===== src/sv/dco_pkg.sv =====
`timescale 1ns / 1ps
// ============================================================================
// dco_pkg
// shared constants, register map, request codes and control structs for the
// direct 2d convolution output core
// ============================================================================
package dco_pkg;

    // store sizing
    localparam int MAX_SRC_DIM = 64;
    localparam int MAX_IN_CH   = 4;
    localparam int MAX_OUT_CH  = 16;
    localparam int MAX_KERNEL  = 11;
    localparam int STRIDE_MAX  = 16;

    localparam int SRC_DEPTH = MAX_IN_CH * MAX_SRC_DIM * MAX_SRC_DIM;
    localparam int WGT_DEPTH = MAX_OUT_CH * MAX_IN_CH * MAX_KERNEL * MAX_KERNEL;

    localparam int SRC_AW  = $clog2(SRC_DEPTH);
    localparam int WGT_AW  = $clog2(WGT_DEPTH);
    localparam int BIAS_AW = (MAX_OUT_CH > 1) ? $clog2(MAX_OUT_CH) : 1;
    localparam int KC_W    = (MAX_KERNEL > 1) ? $clog2(MAX_KERNEL) : 1;
    localparam int IC_W    = (MAX_IN_CH > 1) ? $clog2(MAX_IN_CH) : 1;

    // transaction field widths
    localparam int REQ_W  = 2;
    localparam int ADDR_W = 14;
    localparam int VAL_W  = 16;
    localparam int OC_W   = 4;
    localparam int POS_W  = 6;
    localparam int SUM_W  = 42;
    localparam int PROD_W = 2 * VAL_W;

    // register widths
    localparam int DIM_W    = 7;
    localparam int ICN_W    = 3;
    localparam int OCN_W    = 5;
    localparam int KER_W    = 4;
    localparam int STR_W    = 5;
    localparam int PADDR_W  = 5;
    localparam int PDATA_W  = 32;
    localparam int REGIDX_W = 3;

    // register indexes
    localparam logic [REGIDX_W-1:0] REG_SRC_WIDTH    = 3'd0;
    localparam logic [REGIDX_W-1:0] REG_SRC_HEIGHT   = 3'd1;
    localparam logic [REGIDX_W-1:0] REG_IN_CHANNELS  = 3'd2;
    localparam logic [REGIDX_W-1:0] REG_OUT_CHANNELS = 3'd3;
    localparam logic [REGIDX_W-1:0] REG_KERNEL_H     = 3'd4;
    localparam logic [REGIDX_W-1:0] REG_KERNEL_W     = 3'd5;
    localparam logic [REGIDX_W-1:0] REG_STRIDE_V     = 3'd6;
    localparam logic [REGIDX_W-1:0] REG_STRIDE_H     = 3'd7;

    // request codes
    localparam logic [REQ_W-1:0] REQ_LD_SRC  = 2'd0;
    localparam logic [REQ_W-1:0] REQ_LD_WGT  = 2'd1;
    localparam logic [REQ_W-1:0] REQ_LD_BIAS = 2'd2;
    localparam logic [REQ_W-1:0] REQ_COMPUTE = 2'd3;

    // clamped configuration
    typedef struct packed {
        logic [DIM_W-1:0] src_w;
        logic [DIM_W-1:0] src_h;
        logic [ICN_W-1:0] ic_n;
        logic [OCN_W-1:0] oc_n;
        logic [KER_W-1:0] kh;
        logic [KER_W-1:0] kw;
        logic [STR_W-1:0] sv;
        logic [STR_W-1:0] sh;
    } t_cfg;

    // controller to datapath
    typedef struct packed {
        logic wr_src;
        logic wr_wgt;
        logic wr_bias;
        logic capture;
        logic prep1;
        logic prep2;
        logic init;
        logic issue;
        logic emit;
    } t_cmd;

    // datapath to controller
    typedef struct packed {
        logic bad;
        logic last_tap;
        logic pipe_busy;
    } t_stat;

endpackage


===== src/sv/dco_ctrl.sv =====
`timescale 1ns / 1ps
// ============================================================================
// dco_ctrl
// sequencer: loads, position check, tap loop and result issue
// ============================================================================
module dco_ctrl (
    input  logic                      i_clk,
    input  logic                      i_rst_n,
    input  logic                      i_start,
    input  logic [dco_pkg::REQ_W-1:0] i_req_type,
    input  dco_pkg::t_stat            i_stat,
    output dco_pkg::t_cmd             o_cmd,
    output logic                      o_busy
);

    localparam logic [2:0] S_IDLE  = 3'd0;
    localparam logic [2:0] S_PREP1 = 3'd1;
    localparam logic [2:0] S_PREP2 = 3'd2;
    localparam logic [2:0] S_CHECK = 3'd3;
    localparam logic [2:0] S_RUN   = 3'd4;
    localparam logic [2:0] S_DRAIN = 3'd5;

    logic [2:0] r_state;
    logic [2:0] n_state;
    logic       accept;

    assign o_busy = (r_state != S_IDLE);
    assign accept = i_start && (r_state == S_IDLE);

    always_comb begin
        n_state = r_state;
        o_cmd   = '0;
        case (r_state)
            S_IDLE: begin
                if (accept) begin
                    case (i_req_type)
                        dco_pkg::REQ_LD_SRC:  o_cmd.wr_src  = 1'b1;
                        dco_pkg::REQ_LD_WGT:  o_cmd.wr_wgt  = 1'b1;
                        dco_pkg::REQ_LD_BIAS: o_cmd.wr_bias = 1'b1;
                        dco_pkg::REQ_COMPUTE: begin
                            o_cmd.capture = 1'b1;
                            n_state       = S_PREP1;
                        end
                        default: n_state = S_IDLE;
                    endcase
                end
            end
            S_PREP1: begin
                o_cmd.prep1 = 1'b1;
                n_state     = S_PREP2;
            end
            S_PREP2: begin
                o_cmd.prep2 = 1'b1;
                n_state     = S_CHECK;
            end
            S_CHECK: begin
                if (i_stat.bad) begin
                    o_cmd.emit = 1'b1;
                    n_state    = S_IDLE;
                end else begin
                    o_cmd.init = 1'b1;
                    n_state    = S_RUN;
                end
            end
            S_RUN: begin
                o_cmd.issue = 1'b1;
                if (i_stat.last_tap) begin
                    n_state = S_DRAIN;
                end
            end
            S_DRAIN: begin
                if (!i_stat.pipe_busy) begin
                    o_cmd.emit = 1'b1;
                    n_state    = S_IDLE;
                end
            end
            default: n_state = S_IDLE;
        endcase
    end

    always_ff @(posedge i_clk) begin
        if (!i_rst_n) begin
            r_state <= S_IDLE;
        end else begin
            r_state <= n_state;
        end
    end

endmodule


===== config.mk =====
export PLATFORM = sky130hd
export DESIGN_NAME = dco_ctrl
export DESIGN_NICKNAME = d
export VERILOG_FILES = /design/src/sv/dco_pkg.sv /design/src/sv/dco_ctrl.sv
export SDC_FILE = /design/constraint.sdc
export NUM_CORES = 1
export LEC_CHECK = 0
export BUFFER_PORTS_ARGS = -buffer_cell sky130_fd_sc_hd__buf_2
export CAP_MARGIN = 30
export CORE_AREA = 2 2 39 41
export CTS_CLUSTER_SIZE = 10
export DETAILED_ROUTE_END_ITERATION = 16
export DIE_AREA = 0 0 41 43
export GPL_ROUTABILITY_DRIVEN = 0
export GPL_TIMING_DRIVEN = 0
export PLACE_DENSITY = 0.42
export SYNTH_ARGS = -nofsm -noshare
export SYNTH_HDL_FRONTEND = slang
export SYNTH_SLANG_ARGS = --single-unit

===== constraint.sdc =====
create_clock -name i_clk -period 1.23 [get_ports i_clk]
set_input_delay 0.0615 -clock i_clk [delete_from_list [all_inputs] [get_ports i_clk]]
set_output_delay 0.0615 -clock i_clk [all_outputs]
set_load 0.05 [all_outputs]

==> results.md, run 1 <==
* Net Sw Power at 429 uW
* Depth of the CTS H-tree at 1
* Cell Rows at 14
* CP required at 1.17 ns
* Worst-Margin Slew at 0.194 ns
* Largest register FFs at 3
* Hold Fails Final Rpt at 0
* Crit share post-route at 1.09
* CP Launch Point: r_state[2]$_SDFFE_PN0P_
* Floorplan core area at 1380 um^2
* Pwr Density at 1580 nW/um^2
* Clock Skews at 0.00272 ns
* Setup violations, final at 8
* Final ANT Viol Nets at 0
* Antenna cells at 0
* Synth Instances at 31
* Setup crit end: o_cmd[7]
* Relative slew slack at 0.870
* CTS tree: done
* Violated checks: negative setup slack
* Worst skew pair latency at between 0.2 and 0.25 ns
* Drt pass-1 iters at 4
* Grt total ovfl at 0
* R2R depth at 5
* Core Util, Final at 0.451
* Area delta synth->final at 140%
* Clock root buffer: clkbuf_4
* Via Count at 350
* Part of the Yosys area used for sequential elements at 0.231
* Die span in x at 41 um
* Clock slew at reported path FFs at 0.04 ns
* Top FF cell, synth: dfxtp_1
* PnR Total Power at ~990 uW
* Vias per cell at 4.61
* Die area at 1760 um^2
* Leak at about 0.27 nW
* Critical path launch point type: register
* Worst R2R Start: r_state[1]$_SDFFE_PN0P_
* PortBufs at 17
* Total wire length at ~860 um
* Die H at 43 um
* Final min period at 1.34 ns
* Fin area at between 600 and 700 um^2
* Mapped cell area at 260 um^2
* RSZ-0062 raised after global routing: yes
* Max_cap viols at 0
* Ports at 18
* Sw frac at 0.435
* TritonCTS Buffers at 3
* Initial antenna violation count at 0
* Final Max Slew Viols at 0
* Worst r2r dst: r_state[2]$_SDFFE_PN0P_
* Starting density of the core at 0.188
* Maximum number of pins on one net before global-route repair at 10
* Post-synthesis average cell area at 8.40 um^2
* Combinational Power Share at 0.675
* Share of cells above drive strength 1 at 0.783
* Largest Register: r_state
* Status: complete, but fails checks
* Placed wire-length estimate at roughly 470 um
* Post-synth EDFFs at 0
* Layout Nets at 69
* Synth warn at 0
* Flops & latches, synth at 3
* Clock buffer depth at 2
* First-pass GRT wire length at between 1500 and 2000 um
* Placed Area at about 410 um^2
* Worst Hold Class: primary input to register
* Worst reg-to-reg setup slack at ~0.040 ns
* Vias in the first global route at 379
* Internal Power at 557 uW
* FMAX at 748 MHz
* Sequential power share at 0.147
* Clk network pwr share at 0.178
* Starting DRT DRC Count at 7
* Total track usage at 0.143
* Peak supply drop at just over 0.0007 V
* WP data arrival at 1.27 ns
* Crit path capture type: output pin
* Worst-path fanout max at 8
* Mapped Nets at 39
* Ys async rst share at 0
* Top flop regs: r_state: 3 flops
* Crit Path Class: register to output pin
* CTS sink cnt at 3
* Crit path setup slack, layout at -0.106 ns
* Distinct cells, synth at 21
* DRC viols at 0
* WL per Instance at 11.4 um
## worst max-delay path, cell delays in order, from the launching register on
cell	delay [ns]
dfxtp_4	0.39
nor3_4	0.15
nand2_2	0.13
nor3b_4	0.19
buf_6	0.18
## power groups by stage
stage | Clock [mW] | Combinational (mW) | Sequential [mW]
finish | 0.175 | 0.666 | 0.145
global route | 0.199 | 0.710 | 0.150
CTS | 0.182 | 0.683 | 0.126
detailed placement | 0 | 0.470 | 0.126
global placement | 0 | 0.471 | 0.126
floorplan | 0 | 0.390 | 0.125
## synth_stat cells, types with 2 or more instances
library cell,count,share of area
nand2b_1,3,0.072
nor3b_2,2,0.096
nor2_1,2,0.029
inv_1,2,0.029
nand3_1,2,0.038
dfxtp_1,3,0.23
nor3b_1,3,0.087
## per-layer routing
layer | GRT usage | up-vias | routed length, um | share of wire
met5 | 0 | - | 0 | 0
met4 | 0.120 | 0 | 13 | 0.015
met3 | 0.0524 | 2 | 54 | 0.063
met2 | 0.216 | 16 | 494 | 0.57
met1 | 0.145 | 164 | 301 | 0.35
li1 | - | 168 | - | -
## per-stage QoR
stage,hold WS [ns],setup slack [ns],cells,TNS (ns)
final,0.0911,-0.106,76,-0.576
after global routing,0.0867,-0.195,76,-1.38
after CTS,0.0774,-0.210,77,-1.29
after detailed placement,0.318,-0.131,64,-0.384
after global placement,0.322,-0.125,64,-0.364
after floorplan,0.179,-0.266,31,-0.810
## what timing repair did
item | CTS | global route
gates resized for setup | 31 | 7
setup buffers | 9 | 1
hold buffers | 0 | 0
gates cloned | 0 | 0
endpoints found under the setup margin | 8 | 12
pin swaps | 6 | 5
## layout make-up
class,count,area (um^2)
fillers,139,759
flip-flops and latches,3,66.3
well taps,16,20.0
repair buffers,27,245
clock buffers,4,26.3
inverters,2,11.3
multi-input cells,24,255
## logic make-up after synthesis
group                     after synthesis  synth area share
and+or+nand+nor                        18             0.529
AOI/OAI and AO/OA                       5             0.130
buffers and inverters                   4            0.0769
DFF                                     3             0.231
xor gates and xnor gates                1            0.0337
## cell usage in the layout (no fill, tap or decap), drive strengths merged
master	netlist	layout
a221oi	1	1
and4bb	1	1
nor2	2	2
xnor2	1	1
clkinvlp	0	1
o21ai	1	1
and2	1	1
nand2	1	1
dfxtp	3	3
nand3	2	2
nor3b	5	5
inv	2	1
nor3	2	2
nand3b	1	1
o21a	1	1
o21bai	1	1
buf	2	27
a21oi	1	1
nand2b	3	3
clkbuf	0	4
## worst min path at each step
stage,slack [ns],to,cells after the start,start
after floorplan,0.18,r_state[2]$_SDFFE_PN0P_,1,i_rst_n
after global placement,0.32,r_state[2]$_SDFFE_PN0P_,2,i_rst_n
after detailed placement,0.32,r_state[2]$_SDFFE_PN0P_,2,i_rst_n
after CTS,0.08,r_state[2]$_SDFFE_PN0P_,2,i_rst_n
after global routing,0.09,r_state[2]$_SDFFE_PN0P_,2,i_rst_n
final,0.09,r_state[2]$_SDFFE_PN0P_,2,i_rst_n
No activity file was read; power rests on OpenSTA's default activity.
==> run 2, diff against run 1 <==
PLACE_DENSITY = 0.47   (was 0.42)
==> results.md, run 2 (synthesis results as in run 1) <==
* Worst-path cell chain: nor3_4 > nand2_2 > nor3b_4 > buf_6
* Total track usage at 0.131 (-0.0122)
* Clock buffer depth at 2 (unchanged)
* Peak supply drop at 0.000811 V (+15%)
* Pwr Density at 1530 nW/um^2 (-3.4%)
* Floorplan core area at 1380 um^2 (unchanged)
* Status: complete, but fails checks
* Worst R2R Start: r_state[1]$_SDFFE_PN0P_
* CTS sink cnt at 3 (unchanged)
* Placed Area at 414 um^2 (unchanged)
* Final min period at 1.33 ns (-0.00121 ns)
* Die area at 1760 um^2 (unchanged)
* Critical path launch point type: register
* Commonest non-fill, non-tap cell in the layout: buf_6
* Die span in x at 41 um (unchanged)
* Maximum number of pins on one net before global-route repair at 10 (unchanged)
* Clock root buffer: clkbuf_4
* Worst reg-to-reg setup slack at 0.06 ns (+0.02 ns)
* Total wire length at 882 um (+2.1%)
* CP required at 1.17 ns (about the same)
* TritonCTS Buffers at 3 (unchanged)
* Share of cells above drive strength 1 at 0.794 (+0.0103)
* Crit Path Class: register to output pin
* Largest register FFs at 3 (unchanged)
* Grt total ovfl at 0 (unchanged)
* Most frequent cells in the layout: 14 x buf_6, 7 x buf_2, 7 x buf_4
* Largest Register: r_state
* Setup violations, final at 7 (-1)
* WP data arrival at 1.27 ns (about the same)
* Area delta synth->final at 151%
* Vias in the first global route at 364 (-4.0%)
* Pre-CTS setup slack at -0.131 ns (-0.000561 ns)
* Final ANT Viol Nets at 0 (unchanged)
* Die H at 43 um (unchanged)
* Fill count at 139 (unchanged)
* Fin area at 654 um^2 (+4.8%)
* Worst Hold Class: primary input to register
* FMAX at 749 MHz (about the same)
* Worst skew pair latency at 0.23 ns (about the same)
* PortBufs at 17 (unchanged)
* Depth of the CTS H-tree at 1 (unchanged)
* Worst path max stage delay at 0.33 ns (-0.06 ns)
* Worst-Margin Slew at 0.195 ns (+0.000825 ns)
* Worst r2r dst: r_state[2]$_SDFFE_PN0P_
* Antenna cells at 0 (unchanged)
* Max_cap viols at 0 (unchanged)
* Hold Fails Final Rpt at 0 (unchanged)
* DRC viols at 0 (unchanged)
* Leak at 0.286 nW (+7.2%)
* Ports at 18 (unchanged)
* Initial antenna violation count at 0 (unchanged)
* First-pass GRT wire length at 1480 um (-6.2%)
* Worst hold endpoint: r_state[2]$_SDFFE_PN0P_
* Starting DRT DRC Count at 3 (-4)
* Layout Nets at 72 (+4.3%)
* Relative slew slack at 0.870 (about the same)
* Via Count at 346 (-1.1%)
* CTS tree: done
* Slowest cell on crit path: dfxtp_2
* WL per Instance at 11.2 um (-1.8%)
* Cell Rows at 14 (unchanged)
* Final Max Slew Viols at 0 (unchanged)
* Hold path cells at 2 (unchanged)
* Top flop regs: r_state: 3 flops
* Cts hold-fix bufs at 0 (unchanged)
* Vias per cell at 4.38 (-4.9%)
* Crit share post-route at 1.09 (about the same)
* Clock Skews at 0.00148 ns (-0.00123 ns)
* Clock slew at reported path FFs at 0.03 ns (about the same)
* Crit path setup slack, layout at -0.105 ns (+0.00121 ns)
* Crit path capture type: output pin
* Drt pass-1 iters at 2 (-2)
* Worst-path fanout max at 3 (-5)
* Hold Startpoint: i_rst_n
* Starting density of the core at 0.188 (unchanged)
* RSZ-0062 raised after global routing: yes
* Placed wire-length estimate at 480 um (+1.3%)
* R2R depth at 5 (unchanged)
* Violated checks: negative setup slack
-- run 2: cell count changes in the layout (fill, tap and decap cells not counted) --
cell / change
buf_8: +1
buf_4: +2
-- run 2: final cells by class --
cell class,instances,area [um^2],area share
repair buffers,30,275,0.421
multi-input cells,24,255,0.390
flip-flops and latches,3,66.3,0.101
clock buffers,4,26.3,0.0402
well taps,16,20.0,0.0306
inverters,2,11.3,0.0172
-- run 2: worst max-delay path by stage --
stage,start,end,slack (ns),depth (start not counted)
finish,r_state[1]$_SDFFE_PN0P_,o_cmd[6],-0.10,4
global route,r_state[1]$_SDFFE_PN0P_,o_cmd[6],-0.20,4
CTS,r_state[0]$_SDFFE_PN0P_,o_cmd[6],-0.19,5
detailed placement,r_state[1]$_SDFFE_PN0P_,o_cmd[6],-0.13,5
global placement,r_state[1]$_SDFFE_PN0P_,o_cmd[7],-0.12,5
floorplan,r_state[1]$_SDFFE_PN0P_,o_cmd[8],-0.27,4
-- run 2: metrics by stage --
stage          TNS, ns  total power, mW  instances  hold slack (ns)  utilization
2_1_floorplan   -0.810            0.515         31            0.179            -
4_1_cts          -1.34             1.01         79           0.0820        0.453
5_1_grt          -1.29             1.07         79           0.0823        0.473
3_3_place_gp    -0.383            0.596         64            0.330        0.299
6_report        -0.448            0.999         79           0.0906        0.473
3_5_place_dp    -0.390            0.598         64            0.333        0.299
-- run 2: layer usage --
metal,global-route usage,part of all wire
met1,0.132,0.39
met2,0.188,0.54
met3,0.0576,0.070
met4,0.120,0
met5,0,0
-- run 2: power by group --
part / total [mW] / internal, mW / switching [mW]
Combinational: 0.686 / 0.332 / 0.354
Sequential: 0.141 / 0.118 / 0.0229
Clock: 0.172 / 0.122 / 0.0503
-- run 2: worst max-delay path: cells and delay by family, from the launching register on --
kind / cells / cell delay (ns)
flops: 1 / 0.33
buf+inv: 1 / 0.18
simple gates: 3 / 0.53
-- run 2: repair_timing --
item                                    CTS  global route
endpoints found under the setup margin    8            12
setup buffers                            11             3
resized for setup                        31             9
pin swaps                                 8             6
gates cloned                              0             0
endpoints found under the hold margin     0             0
